### src/rtl/core/nonpreemptive_batch_scheduler_top_defines.svh
// ----------------------------------------------------------------------------
// nonpreemptive_batch_scheduler_top_defines.svh
// Assertion macros for the batch scheduler; empty bodies under SYNTHESIS.
// ----------------------------------------------------------------------------
`ifndef NONPREEMPTIVE_BATCH_SCHEDULER_TOP_DEFINES_SVH
`define NONPREEMPTIVE_BATCH_SCHEDULER_TOP_DEFINES_SVH

`ifndef SYNTHESIS
// Check a condition on every clock edge outside reset
`define NBS_ASSERT_NOW(lbl, expr, msg) \
  lbl: assert property (@(posedge clk) disable iff (!rst_n) (expr)) else $error(msg);
// Check that a condition implies another on the next clock edge
`define NBS_ASSERT_NEXT(lbl, ante, cons, msg) \
  lbl: assert property (@(posedge clk) disable iff (!rst_n) (ante) |=> (cons)) \
    else $error(msg);
`else
`define NBS_ASSERT_NOW(lbl, expr, msg)
`define NBS_ASSERT_NEXT(lbl, ante, cons, msg)
`endif

`endif

### src/rtl/core/nbs_pkg.sv
// ----------------------------------------------------------------------------
// nbs_pkg
// Shared sizes, policy codes and payload types of the batch scheduler.
// ----------------------------------------------------------------------------
package nbs_pkg;

  // Table size and derived widths
  localparam int MAX_JOBS = 32;
  localparam int IDX_W    = $clog2(MAX_JOBS);
  localparam int CNT_W    = $clog2(MAX_JOBS + 1);

  // Field widths
  localparam int ID_W     = 8;
  localparam int BURST_W  = 16;
  localparam int PRIO_W   = 8;
  localparam int TIME_W   = 21;
  localparam int ACC_W    = 22;
  localparam int POL_W    = 2;

  // Scheduling policies (other codes behave as arrival order)
  localparam logic [POL_W-1:0] POL_FIFO = 2'd0;
  localparam logic [POL_W-1:0] POL_SJF  = 2'd1;
  localparam logic [POL_W-1:0] POL_PRIO = 2'd2;

  // One table entry, also the packed input payload (id in the low bits)
  typedef struct packed {
    logic [PRIO_W-1:0]  prio;
    logic [BURST_W-1:0] burst;
    logic [ID_W-1:0]    id;
  } job_entry_t;

  // One schedule result
  typedef struct packed {
    logic [ID_W-1:0]   id;
    logic [TIME_W-1:0] start;
    logic [TIME_W-1:0] finish;
    logic              ovf;
    logic              last;
  } result_t;

endpackage

### src/rtl/core/nonpreemptive_batch_scheduler_top.sv
// ----------------------------------------------------------------------------
// nonpreemptive_batch_scheduler_top
// Non-preemptive batch scheduler: arrival order, shortest burst or priority.
// ----------------------------------------------------------------------------
// Jobs are loaded one per input transfer into a table of MAX_JOBS (32)
// entries; jobs beyond that are dropped and every result of the batch then
// carries the overflow flag. The transfer with tlast set starts the schedule,
// and input is held off until the last result of the batch has been produced.
// For each result the selection reads every loaded entry through the single
// read port of the job memory, one entry per cycle, then drains the last read
// and emits; the emit state waits while the output register still holds an
// untaken result. Results run back to back from time zero in run order; ties
// go to the earlier-loaded job and policy code 3 acts as arrival order.
// Policy writes are meant for idle periods only.
// ----------------------------------------------------------------------------
`include "nonpreemptive_batch_scheduler_top_defines.svh"

module nonpreemptive_batch_scheduler_top (
  input  logic                      clk,
  input  logic                      rst_n,
  // configuration
  input  logic                      cfg_we,
  input  logic [nbs_pkg::POL_W-1:0] cfg_wdata,   // policy
  // job input
  input  logic                      in_tvalid,
  output logic                      in_tready,
  input  logic [31:0]               in_tdata,   // job_id, burst, priority_req
  input  logic                      in_tlast,   // last_job
  // schedule results
  output logic                      out_tvalid,
  input  logic                      out_tready,
  output logic [55:0]               out_tdata,  // sched_id, start_time, finish_time
  output logic                      out_tuser,  // overflowed
  output logic                      out_tlast   // last_result
);

  logic [nbs_pkg::POL_W-1:0] policy_r;
  logic                      out_vld_r, out_vld_nxt;
  nbs_pkg::result_t          out_r;
  logic                      out_free;
  logic                      res_vld;
  nbs_pkg::result_t          res;

  logic                      ram_we;
  logic [nbs_pkg::IDX_W-1:0] ram_waddr;
  nbs_pkg::job_entry_t       ram_wdata;
  logic                      ram_re;
  logic [nbs_pkg::IDX_W-1:0] ram_raddr;
  nbs_pkg::job_entry_t       ram_rdata;

  // Policy register
  always_ff @(posedge clk) begin
    if (!rst_n) begin
      policy_r <= nbs_pkg::POL_SJF;
    end else if (cfg_we) begin
      policy_r <= cfg_wdata;
    end
  end

  nbs_job_ram u_ram (
    .clk   (clk),
    .we    (ram_we),
    .waddr (ram_waddr),
    .wdata (ram_wdata),
    .re    (ram_re),
    .raddr (ram_raddr),
    .rdata (ram_rdata)
  );

  nbs_sched_ctrl u_ctrl (
    .clk       (clk),
    .rst_n     (rst_n),
    .in_valid  (in_tvalid),
    .in_job    (nbs_pkg::job_entry_t'(in_tdata)),
    .in_last   (in_tlast),
    .in_ready  (in_tready),
    .policy    (policy_r),
    .out_free  (out_free),
    .res_vld   (res_vld),
    .res       (res),
    .ram_we    (ram_we),
    .ram_waddr (ram_waddr),
    .ram_wdata (ram_wdata),
    .ram_re    (ram_re),
    .ram_raddr (ram_raddr),
    .ram_rdata (ram_rdata)
  );

  // Output register: load a new result, drop it after its transfer
  assign out_free = !out_vld_r || out_tready;

  always_comb begin
    out_vld_nxt = out_vld_r;
    if (res_vld) begin
      out_vld_nxt = 1'b1;
    end else if (out_tready) begin
      out_vld_nxt = 1'b0;
    end
  end

  always_ff @(posedge clk) begin
    if (!rst_n) begin
      out_vld_r <= 1'b0;
    end else begin
      out_vld_r <= out_vld_nxt;
    end
  end

  always_ff @(posedge clk) begin
    if (res_vld) begin
      out_r <= res;
    end
  end

  assign out_tvalid = out_vld_r;
  assign out_tdata  = {6'd0, out_r.finish, out_r.start, out_r.id};
  assign out_tuser  = out_r.ovf;
  assign out_tlast  = out_r.last;

  // Assertions
  `NBS_ASSERT_NOW(a_res_slot_free, !res_vld || !out_vld_r || out_tready, "result slot busy")
  `NBS_ASSERT_NOW(a_load_excl_emit, !(in_tready && res_vld), "load and emit overlapped")
  `NBS_ASSERT_NEXT(a_busy_mid_batch, res_vld && !res.last, !in_tready, "input reopened early")

endmodule

### src/rtl/core/nbs_job_ram.sv
// ----------------------------------------------------------------------------
// nbs_job_ram
// Job table: one write port, one read port with registered read data.
// ----------------------------------------------------------------------------
module nbs_job_ram (
  input  logic                     clk,
  input  logic                     we,
  input  logic [nbs_pkg::IDX_W-1:0] waddr,
  input  nbs_pkg::job_entry_t      wdata,
  input  logic                     re,
  input  logic [nbs_pkg::IDX_W-1:0] raddr,
  output nbs_pkg::job_entry_t      rdata
);

  nbs_pkg::job_entry_t mem [nbs_pkg::MAX_JOBS];

  // Write a loaded job
  always_ff @(posedge clk) begin
    if (we) begin
      mem[waddr] <= wdata;
    end
  end

  // Read one entry, data valid the next cycle
  always_ff @(posedge clk) begin
    if (re) begin
      rdata <= mem[raddr];
    end
  end

endmodule

### src/rtl/core/nbs_sched_ctrl.sv
// ----------------------------------------------------------------------------
// nbs_sched_ctrl
// Load sequencer, selection scan over the job table and result generation.
// ----------------------------------------------------------------------------
module nbs_sched_ctrl (
  input  logic                            clk,
  input  logic                            rst_n,
  // load side
  input  logic                            in_valid,
  input  nbs_pkg::job_entry_t             in_job,
  input  logic                            in_last,
  output logic                            in_ready,
  // configuration
  input  logic [nbs_pkg::POL_W-1:0]       policy,
  // result side
  input  logic                            out_free,
  output logic                            res_vld,
  output nbs_pkg::result_t                res,
  // job table
  output logic                            ram_we,
  output logic [nbs_pkg::IDX_W-1:0]       ram_waddr,
  output nbs_pkg::job_entry_t             ram_wdata,
  output logic                            ram_re,
  output logic [nbs_pkg::IDX_W-1:0]       ram_raddr,
  input  nbs_pkg::job_entry_t             ram_rdata
);

  localparam logic [1:0] ST_IDLE = 2'd0;
  localparam logic [1:0] ST_SCAN = 2'd1;
  localparam logic [1:0] ST_EMIT = 2'd2;

  logic [1:0]                          state_r,  state_nxt;
  logic [nbs_pkg::CNT_W-1:0]           count_r,  count_nxt;
  logic [nbs_pkg::CNT_W-1:0]           scan_r,   scan_nxt;
  logic [nbs_pkg::CNT_W-1:0]           rcnt_r,   rcnt_nxt;
  logic                                drop_r,   drop_nxt;
  logic [nbs_pkg::ACC_W-1:0]           acc_r,    acc_nxt;
  logic [nbs_pkg::MAX_JOBS-1:0]        done_r,   done_nxt;
  logic                                pend_r,   pend_nxt;
  logic [nbs_pkg::IDX_W-1:0]           pidx_r,   pidx_nxt;
  logic                                have_r,   have_nxt;
  logic [nbs_pkg::IDX_W-1:0]           bidx_r,   bidx_nxt;
  nbs_pkg::job_entry_t                 best_r,   best_nxt;

  logic                                load;
  logic                                full;
  logic                                issue;
  logic                                better;
  logic                                last_res;
  logic [nbs_pkg::ACC_W-1:0]           acc_sum;

  assign full     = (count_r == nbs_pkg::CNT_W'(nbs_pkg::MAX_JOBS));
  assign in_ready = (state_r == ST_IDLE);
  assign load     = in_valid && in_ready;
  assign issue    = (state_r == ST_SCAN) && (scan_r < count_r);
  assign last_res = ((rcnt_r + nbs_pkg::CNT_W'(1)) == count_r);
  assign acc_sum  = acc_r + nbs_pkg::ACC_W'(best_r.burst);

  // Table ports
  assign ram_we    = load && !full;
  assign ram_waddr = count_r[nbs_pkg::IDX_W-1:0];
  assign ram_wdata = in_job;
  assign ram_re    = issue;
  assign ram_raddr = scan_r[nbs_pkg::IDX_W-1:0];

  // Compare the returned entry against the current best
  always_comb begin
    case (policy)
      nbs_pkg::POL_SJF:  better = (ram_rdata.burst < best_r.burst);
      nbs_pkg::POL_PRIO: better = (ram_rdata.prio < best_r.prio);
      default:           better = 1'b0;
    endcase
  end

  // Result payload
  assign res_vld     = (state_r == ST_EMIT) && out_free;
  assign res.id      = best_r.id;
  assign res.start   = acc_r[nbs_pkg::TIME_W-1:0];
  assign res.finish  = acc_sum[nbs_pkg::TIME_W-1:0];
  assign res.ovf     = drop_r;
  assign res.last    = last_res;

  // Next-state logic
  always_comb begin
    state_nxt = state_r;
    count_nxt = count_r;
    scan_nxt  = scan_r;
    rcnt_nxt  = rcnt_r;
    drop_nxt  = drop_r;
    acc_nxt   = acc_r;
    done_nxt  = done_r;
    pend_nxt  = 1'b0;
    pidx_nxt  = scan_r[nbs_pkg::IDX_W-1:0];
    have_nxt  = have_r;
    bidx_nxt  = bidx_r;
    best_nxt  = best_r;
    case (state_r)
      ST_IDLE: begin
        if (load) begin
          if (full) begin
            drop_nxt = 1'b1;
          end else begin
            count_nxt = count_r + nbs_pkg::CNT_W'(1);
          end
          if (in_last) begin
            state_nxt = ST_SCAN;
            scan_nxt  = '0;
            rcnt_nxt  = '0;
            acc_nxt   = '0;
            have_nxt  = 1'b0;
          end
        end
      end
      ST_SCAN: begin
        // issue the next read, evaluate the previous one
        if (issue) begin
          scan_nxt = scan_r + nbs_pkg::CNT_W'(1);
          pend_nxt = 1'b1;
        end
        if (pend_r && !done_r[pidx_r] && (!have_r || better)) begin
          have_nxt = 1'b1;
          bidx_nxt = pidx_r;
          best_nxt = ram_rdata;
        end
        if (!issue) begin
          state_nxt = ST_EMIT;
        end
      end
      ST_EMIT: begin
        if (out_free) begin
          acc_nxt          = acc_sum;
          done_nxt[bidx_r] = 1'b1;
          rcnt_nxt         = rcnt_r + nbs_pkg::CNT_W'(1);
          if (last_res) begin
            // empty the table for the next batch
            state_nxt = ST_IDLE;
            done_nxt  = '0;
            count_nxt = '0;
            drop_nxt  = 1'b0;
            acc_nxt   = '0;
          end else begin
            state_nxt = ST_SCAN;
            scan_nxt  = '0;
            have_nxt  = 1'b0;
          end
        end
      end
      default: begin
        state_nxt = ST_IDLE;
      end
    endcase
  end

  // Control registers
  always_ff @(posedge clk) begin
    if (!rst_n) begin
      state_r <= ST_IDLE;
      count_r <= '0;
      scan_r  <= '0;
      rcnt_r  <= '0;
      drop_r  <= 1'b0;
      acc_r   <= '0;
      done_r  <= '0;
      pend_r  <= 1'b0;
      have_r  <= 1'b0;
    end else begin
      state_r <= state_nxt;
      count_r <= count_nxt;
      scan_r  <= scan_nxt;
      rcnt_r  <= rcnt_nxt;
      drop_r  <= drop_nxt;
      acc_r   <= acc_nxt;
      done_r  <= done_nxt;
      pend_r  <= pend_nxt;
      have_r  <= have_nxt;
    end
  end

  // Payload registers
  always_ff @(posedge clk) begin
    pidx_r <= pidx_nxt;
    bidx_r <= bidx_nxt;
    best_r <= best_nxt;
  end

endmodule

### config.mk
export PLATFORM = sky130hd
export DESIGN_NAME = nonpreemptive_batch_scheduler_top
export DESIGN_NICKNAME = d
export VERILOG_FILES = /design/src/rtl/core/nbs_pkg.sv /design/src/rtl/core/nonpreemptive_batch_scheduler_top.sv /design/src/rtl/core/nbs_job_ram.sv /design/src/rtl/core/nbs_sched_ctrl.sv
export VERILOG_INCLUDE_DIRS = /design/src /design/src/rtl/core
export SDC_FILE = /design/constraint.sdc
export NUM_CORES = 1
export LEC_CHECK = 0
export ABC_AREA = 1
export BUFFER_PORTS_ARGS = -buffer_cell sky130_fd_sc_hd__buf_2
export CAP_MARGIN = 10
export CORE_MARGIN = 2
export CORE_UTILIZATION = 32
export DETAILED_ROUTE_END_ITERATION = 16
export HOLD_SLACK_MARGIN = 0.03
export PLACE_DENSITY = 0.45
export SYNTH_ARGS = -nofsm -noshare
export SYNTH_HDL_FRONTEND = slang
export SYNTH_SLANG_ARGS = --single-unit
### constraint.sdc
create_clock -name clk -period 5.3 [get_ports clk]
set_clock_uncertainty 0.2 [all_clocks]
set_input_delay 0.265 -clock clk [delete_from_list [all_inputs] [get_ports clk]]
set_output_delay 0.265 -clock clk [all_outputs]
set_load 0.02 [all_outputs]
* Word-level counts from Yosys, hierarchy flattened *
Memories as Yosys holds them, arrays and structs flattened. A register that Yosys moved wholly into a read port is not among the register bits.
Index checks and enable logic that the tools add are counted.
Widths: inputs -> output; s select.

word-level totals
  register bits after elaboration = 174
  bits in writable memories = 1024
  memories kept = 1

memories
  name       depth  bits a word  read ports  clocked after memory_dff  wr ports  RTL line           text
  u_ram.mem  32     32           1           1                         1         nbs_job_ram.sv:15  nbs_pkg::job_entry_t mem [nbs_pkg::MAX_JOBS];

operators by class
  $add $sub $neg = 4
  order comparisons = 6
  equality and inequality tests = 16
  multiplexer cells = 46
  bitwise operators = 1
  reduce and logical (&&, ||, !) cells = 26

operators by type and width
  kind                 count
  $mux 22              4
  $mux 6               10
  $pmux 22 s2          1
  $mux 32              1
  $or 32x32->32        1
  $pmux 6 s2           2
  $add 22x16->22       1
  $add 6x1->6 const B  3
  $pmux 6 s3           1
  $mux 1               17
  $lt 16x16->1         1
  $ne 2x2->1 const B   8
  $lt 5x6->1 const B   2
  $reduce_and 6->1     2
  $reduce_and 5->1     2
  $lt 8x8->1           1
  $mux 2               4
  $reduce_and 4->1     2
  $logic_and 1x1->1    7
  $eq 6x6->1           1
  $eq 6x6->1 const B   1
  $lt 6x6->1           1
  $pmux 2 s3           1
  $reduce_and 2->1     3
  other kinds (13)     22

* Depth between registers and ports, before layout *
Gate-level depths: netlist of run 1.

  word-level depth = 7
  mapped depth = 14
  gate-level depth less buffers = 14

* Modules after synthesis *
A second synthesis of run 1 with hierarchy kept.

second synthesis, totals
  cells, all modules = 4490
  area, all modules = 51246.6 µm²

by module, submodules not included
  module                             times used  cells an instance  area an instance (µm²)  seq. area each (µm²)
  nbs_job_ram                        1           3536               42726.0                 31710.4
  nbs_sched_ctrl                     1           880                6795.3                  2732.6
  nonpreemptive_batch_scheduler_top  1           74                 1725.4                  1621.6

* Least setup slack after synthesis of run 1 *
No wires, ideal clock.

  kind = register to register
  from = reg u_ctrl.pidx_r[0] (netlist bit)
  to = reg u_ctrl.best_r[10] (netlist bit) (enable)
  library setup time = 0.444 ns
  arrival time = 3.160 ns
  required time = 4.656 ns
  path slack = 1.496 ns
  stages on the path, launching flop included = 13
  path buffers = 2
  period minus slack after synthesis = 3.804 ns
  cell sequence = dfxtp_1 > buf_2 > buf_1 > nand2_1 > nand3_1 > nand3_1 > nand3_1 > nand2_1 > nand2_1 > nand2_1 > nor2_1 > nand2_1 > a21oi_1

on the way
  longest elaborated chain between the ends = 6

ends and longest elaborated chain
  what                               RTL line               text
  start, declared                    nbs_sched_ctrl.sv:40   logic [nbs_pkg::IDX_W-1:0] pidx_r, pidx_nxt;
  start signal, assigned             nbs_sched_ctrl.sv:181  pidx_r <= pidx_nxt;
  $bmux 1 s5                         nbs_sched_ctrl.sv:120  if (pend_r && !done_r[pidx_r] && (!have_r || better)) begin
  $mux 1 (implied by the code)       nbs_sched_ctrl.sv:120
  $logic_not 1->1                    nbs_sched_ctrl.sv:120
  $logic_and 1x1->1 (2 in series)    nbs_sched_ctrl.sv:120
  $reduce_and 2->1 (no source line)  -
  end signal, assigned               nbs_sched_ctrl.sv:183  best_r <= best_nxt;
  end, declared                      nbs_sched_ctrl.sv:43   nbs_pkg::job_entry_t best_r, best_nxt;

No other way between the ends. The select of a mux whose other input is x is not followed.
A chain may end at the register's enable or synchronous reset.

* Worst setup path after layout of run 1 *
  from = reg u_ctrl.pidx_r[0] (netlist bit)
  to = reg u_ctrl.best_r[27] (netlist bit) (enable)

Same word-level chain as after synthesis.

==> results of run 1 <==
flip-flops by register name, indices dropped and copies added, names as in the netlist, 6 cells and up:
| register | cells |
|---|---|
| u_ctrl.best_r | 24 |
| out_tdata | 50 |
| u_ctrl.rcnt_r | 6 |
| u_ram.rdata | 32 |
| u_ctrl.count_r | 6 |
| u_ctrl.scan_r | 6 |
| u_ctrl.done_r | 32 |
| u_ram.mem | 1024 |
| u_ctrl.acc_r | 21 |
| u_ctrl.res | 8 |
synth_stat cells (43+ instances only):
| library cell | instances |
|---|---|
| nand3_1 | 122 |
| inv_1 | 129 |
| a21oi_1 | 85 |
| dfxtp_1 | 84 |
| edfxtp_1 | 1145 |
| o221ai_1 | 100 |
| clkbuf_1 | 178 |
| ha_1 | 51 |
| nor2_1 | 631 |
| nand2_1 | 337 |
| nand4_1 | 56 |
| o22ai_1 | 157 |
| o21ai_1 | 43 |
| o21ai_0 | 523 |
worst max-delay path by stage:
| stage | start | to | slack [ps] |
|---|---|---|---|
| 2_1_floorplan | u_ctrl.pidx_r[0] | u_ctrl.best_r[10] | 1500 |
| 3_3_place_gp | u_ctrl.pidx_r[0] | u_ctrl.res[45] | 1570 |
| 3_5_place_dp | u_ctrl.pidx_r[0] | u_ctrl.res[45] | 1570 |
| 4_1_cts | u_ctrl.pidx_r[0] | u_ctrl.best_r[27] | 1530 |
| 5_1_grt | u_ctrl.pidx_r[0] | u_ctrl.best_r[27] | 1260 |
| 6_report | u_ctrl.pidx_r[0] | u_ctrl.best_r[27] | 1630 |
area by class of cell:
class	instances	area, um2
tap	2030	2540
multi-input combinational	2246	11700
timing repair buffer	210	1740
sequential	1229	36100
clock inverter	52	541
fill	14700	95300
clock buffer	178	3600
inverter	138	547
antenna	1	2.50
metal layers:
layer | vias to the layer above | global-route usage [%] | part of all wire, %
li1 | 14400 | - | -
met1 | 16000 | 27.8 | 47
met2 | 991 | 28.4 | 44
met3 | 202 | 3.12 | 5.9
met4 | 4 | 5.33 | 2.5
met5 | - | 0 | 0.017
power groups by stage:
stage | Combinational, mW | Sequential [mW] | Clock, mW
floorplan | 0.699 | 11.0 | 0
global placement | 1.29 | 11.0 | 0
detailed placement | 1.28 | 11.0 | 0
CTS | 1.31 | 10.8 | 9.25
global route | 1.43 | 10.8 | 9.59
finish | 1.30 | 10.8 | 9.03
stage by stage:
| step | instances | cell area, um2 | setup slack, ps | utilization, % | hold WS (ps) |
|---|---|---|---|---|---|
| 2_1_floorplan | 3849 | 49100 | 1500 | - | 150 |
| 3_3_place_gp | 5803 | 52100 | 1570 | 34.2 | 201 |
| 3_5_place_dp | 5805 | 52100 | 1570 | 34.3 | 205 |
| 4_1_cts | 6079 | 56700 | 1530 | 37.3 | 33.0 |
| 5_1_grt | 6083 | 56800 | 1260 | 37.3 | 113 |
| 6_report | 6084 | 56800 | 1630 | 37.3 | 114 |
logic make-up after synthesis:
| group | Yosys count | share of synthesized area [%] |
|---|---|---|
| xor+xnor | 17 | 0.304 |
| simple gates | 1203 | 10.2 |
| buf+inv | 374 | 3.13 |
| compound gates | 968 | 11.4 |
| flops | 1229 | 73.5 |
| fa+ha+maj | 52 | 1.34 |
| other cells | 1 | 0.00765 |
worst register-to-register path: cells and delay by family, from the launching register on:
family / cells / cell delay (ps)
and+or+nand+nor: 10 / 970
DFF: 1 / 730
buffers and inverters: 2 / 770
AOI/OAI and AO/OA: 1 / 690
==> impl_metrics.tcl, run 1 <==
set metrics [dict create \
    status "finished clean" \
    portBuffers 93 \
    ir_drop_uv 319 \
    hold-path-endpoint "policy_r[0]" \
    crit_cells 13 \
    reg2reg_to "u_ctrl.best_r[27]" \
    ys_seq_elements 1229 \
    reg2regPathDepth 13 \
    num_vias 31600 \
    drc_errors 0 \
    drtIter0Drc 3022 \
    dp_hpwl_mm 86.2 \
    overflow 0 \
    async_flop_share_pct 0 \
    hold_viol_final 0 \
    p_sw_mw 4.88 \
    cts_buffers 134 \
    swShare_pct 23.1 \
    fin_crit_sh_pct 69.2 \
    synth_edf_count 1145 \
    power_mw 21.1 \
    p_leak_nw 18.6 \
    rows 143 \
    cp_max_fo 25 \
    ys_seq_area_share_pct 73.5 \
    track_usage_pct 18.8 \
    die_x_um 395 \
    cts_hold_buf 44 \
    required_ps 5550 \
    start_util_pct 32.2 \
    p_seq_share_pct 51.1 \
    ios 100 \
    final_common_cell "edfxtp_1" \
    path_clk_slew_ps 60 \
    most-common-layout-cells "edfxtp_1, nor2_1, o21ai_0" \
    grt_max_degree 207 \
    crit_buf_inv 2 \
    cts_setup_buffers 0 \
    gp_congestion 0.824 \
    viasPerCell 5.19 \
    holdPathStages 3 \
    slew_violations 0 \
    r2r_setup_slack_ps 1630 \
    relSlewSlack_pct 30.6 \
    hold_path_startpoint "cfg_we" \
    fin_tns_setup_ps 0 \
    synth_area_per_cell_um2 12.8 \
    netlist_area_um2 49000 \
    fp.coreArea_um2 152000 \
    antenna_found_initial 10 \
    ctsRootBufferMaster "clkbuf_16" \
    rsz0062_at_grt "false" \
    drive_above_1_share_pct 11.0 \
    finalSetupViolCount 0 \
    clock_path_buffers 3 \
    routed_wirelength_mm 149 \
    wire_per_inst_um 24.5 \
    arrival_ps 3920 \
    power.density_nw_per_um2 372 \
    clock.fmax_ghz 0.273 \
    htree_num_levels 4 \
    worst_pin_slew_ps 1040 \
    slowest_delay_ps 730 \
    syn_inst 3844 \
    endpoint_kind "flop" \
    yosys_warnings 0 \
    cts.sinks 1229 \
    grt_pass1_vias 30200 \
    path_common_cell "nand2_1" \
    ys.flop_type "edfxtp_1" \
    hold_path.class "in2reg" \
    cts_resized 0 \
    critPathSlowestCell "dfxtp_1" \
    syn2layout_area_growth_pct 15.8 \
    maxCapViolCount 0 \
    critPathTopFamily "simple AND/OR/NAND/NOR gates" \
    start_kind "flop" \
    crit_path_cell_trace "inv_1 > nand2_1 > nand2_1 > nand2_1 > nand3_1 > nand3_1 > nand2_1 > nand2_1 > nand2_1 > nor2_1 > nand2_1 > a21oi_4 > buf_4" \
    postRouteAntennaNets 0 \
    clock_power_share_pct 42.7 \
    synthDistinctLibCells 48 \
    synth_top_area_share_pct 70.1 \
    grt_pass1_wl_mm 217 \
    fin_crit_ps 3670 \
    combPwrFrac_pct 6.1 \
    clk_latency_ps 780 \
    yosys-top-cells-area "edfxtp_1, o21ai_0, nor2_1" \
    cts_tree "built" \
    yosys.area.top_type "edfxtp_1" \
    nets 4051 \
    dr.pass1.iters 6 \
    p_int_mw 16.3 \
    die_h_um 395 \
    reg2reg_from "u_ctrl.pidx_r[0]" \
    die-area_um2 156000 \
    crit_type "reg2reg" \
]
Note: power is estimated with default switching activity, not from simulation.
==> run 2: changes to the inputs <==
ABC_AREA = 0   (was 1)
clock period = 3.7 ns   (was 5.3 ns; I/O delays follow)
==> run 2 against run 1 <==
- sequential power is 43% higher
- cell count is 23% lower
- final area hardly changed
- die area is 2.2% lower
- first-iteration DRC count is 34% lower
- clock-buffer cell count is 8 lower
- register-to-register slack worse by 1000 ps
- non-clock buffer count is 33 higher
- sequential cell count stayed put
- synthesized cell count is 41% lower
- total power is 41% higher
- worst hold slack better by 100 ps
- largest power group unchanged
==> impl_metrics.tcl, run 2 <==
set metrics [dict create \
    die_x_um 391 \
    clock_path_buffers 3 \
    rows 142 \
    grt_use_met2_pct 28.2 \
    cts_tree "built" \
    antenna_found_initial 6 \
    worst_pin_slew_ps 922 \
    top_usage_layer "met2" \
    status "finished clean" \
    hold_viol_final 0 \
    dpl.cell_count 4384 \
    largest_register_ffs 1024 \
    grt_max_degree 70 \
    nets 2642 \
    reg2reg_to "u_ctrl.res[47]" \
    cp_max_fo 37 \
    fillers 13500 \
    power.density_nw_per_um2 525 \
    synth_top_area_share_pct 71.7 \
    start_kind "flop" \
    grt_pass1_vias 24700 \
    synthDistinctLibCells 71 \
    relSlewSlack_pct 38.5 \
    fin_crit_ps 3100 \
    p_leak_nw 17.6 \
    cts_setup_buffers 0 \
    track_usage_pct 17.0 \
    ys_seq_area_share_pct 75.2 \
    ctsRootBufferMaster "clkbuf_16" \
    yosys-top-cells-area "edfxtp_1, mux4_2, dfxtp_1" \
    netlist_area_um2 48000 \
    ir_drop_uv 318 \
    multi_input_area_um2 11500 \
    viasPerCell 5.06 \
    yosysMostFrequentCell "edfxtp_1" \
    fin_tns_setup_ps 0 \
    fin_crit_sh_pct 83.8 \
    start_util_pct 32.1 \
    async_flop_share_pct 0 \
    dp_hpwl_mm 69.8 \
    fp.coreArea_um2 149000 \
    syn2layout_area_growth_pct 18.3 \
    arrival_ps 3320 \
    postRouteAntennaNets 0 \
    place_ws_ps 527 \
    reg2reg_from "u_ctrl.pidx_r[0]" \
    overflow 0 \
    cts_buffers 138 \
    hold_ws_ps 218 \
    crit_type "reg2reg" \
    r2r_setup_slack_ps 600 \
    cts_resized 0 \
    antenna_cells 0 \
    use_met3_pct 3.49 \
    drtIter0Drc 2008 \
    cts_hold_buf 42 \
    hold_path.class "reg2reg" \
    setup_ws_ps 600 \
    clock.fmax_ghz 0.323 \
    synth_area_per_cell_um2 21.1 \
    ys_top_cells_by_count "edfxtp_1, mux4_2, nor2_1" \
    htree_num_levels 4 \
    die-area_um2 153000 \
    final_common_cell "edfxtp_1" \
    yosys_warnings 0 \
    maxCapViolCount 0 \
    dr.pass1.iters 5 \
    drive_above_1_share_pct 30.5 \
    num_vias 23700 \
    endpoint "u_ctrl.res[47]" \
    grt_pass1_wl_mm 183 \
    syn_inst 2273 \
    ys_seq_elements 1229 \
    path_clk_slew_ps 60 \
    die_h_um 391 \
    ios 100 \
    most-common-layout-cells "edfxtp_1, mux4_2, clkbuf_16" \
    rsz0062_at_grt "false" \
    reg2regPathDepth 7 \
    portBuffers 93 \
    met1_usage_pct 22.7 \
    top_register "u_ram.mem" \
    required_ps 3920 \
    startpoint "u_ctrl.pidx_r[0]" \
    finalNonFillerCells 4674 \
    slew_violations 0 \
    synth_edf_count 1145 \
    cts.sinks 1229 \
    final-seq-area_um2 36100 \
    endpoint_kind "flop" \
    wire_per_inst_um 27.6 \
    routed_wirelength_mm 129 \
    clk_latency_ps 750 \
    gp_congestion 0.771 \
    ys.flop_type "edfxtp_1" \
    finalSetupViolCount 0 \
    yosys.area.top_type "edfxtp_1" \
    drc_errors 0 \
]
==> run 2: final cells by class <==
cell class	instances	area share (%)
Inverter	44	0.291
Multi-Input combinational cell	894	20.2
Clock buffer	170	6.52
Tap cell	2016	4.45
Clock inverter	78	1.01
Sequential cell	1229	63.6
Timing Repair Buffer	243	3.90
==> run 2: critical path: stages (launching register included) <==
cell and delay, ps:
dfxtp_1 690, mux4_2 590, a22oi_1 200, nand4b_1 110
a21boi_0 340, nand2b_1 150, a31oi_4 180, buf_12 270
==> run 2: worst min path at each step <==
stage                   startpoint         endpoint  cells past startpoint
floorplan              in_tdata[0]  u_ram.mem[0][0]                      0
global placement    u_ram.rdata[7]   u_ctrl.res[51]                      0
detailed placement  u_ram.rdata[5]   u_ctrl.res[49]                      0
CTS                      in_tvalid    u_ctrl.drop_r                      4
global route        u_ram.rdata[7]   u_ctrl.res[51]                      0
finish              u_ram.rdata[5]   u_ctrl.res[49]                      0
==> run 2: kinds of logic after synthesis <==
family          synth area share (%)
compound gates                  2.79
xor+xnor                       0.329
fa+ha+maj                       1.37
buf+inv                         1.48
flops                           75.2
mux                             16.2
other cells                  0.00782
simple gates                    2.62
==> run 2: report_power, final <==
group / internal (mW) / switching [mW]
clock: 7.52 / 5.46
combinational: 0.584 / 0.792
sequential: 15.3 / 0.0781
total: 23.4 / 6.33
==> run 2: layer usage <==
| layer | vias to the layer above | wire [um] |
|---|---|---|
| met5 | - | 46 |
| met3 | 191 | 6660 |
| met1 | 12800 | 56000 |
| met2 | 621 | 63600 |
| met4 | 8 | 2670 |
| li1 | 10000 | - |
==> run 2: stage by stage <==
| step | total power, mW | instance area, um2 | utilization (%) |
|---|---|---|---|
| finish | 29.8 | 56700 | 38.0 |
| global route | 30.8 | 56700 | 38.0 |
| CTS | 30.2 | 56700 | 38.0 |
| detailed placement | 17.1 | 52000 | 34.8 |
| global placement | 17.0 | 52000 | 34.8 |
| floorplan | 16.5 | 48000 | - |
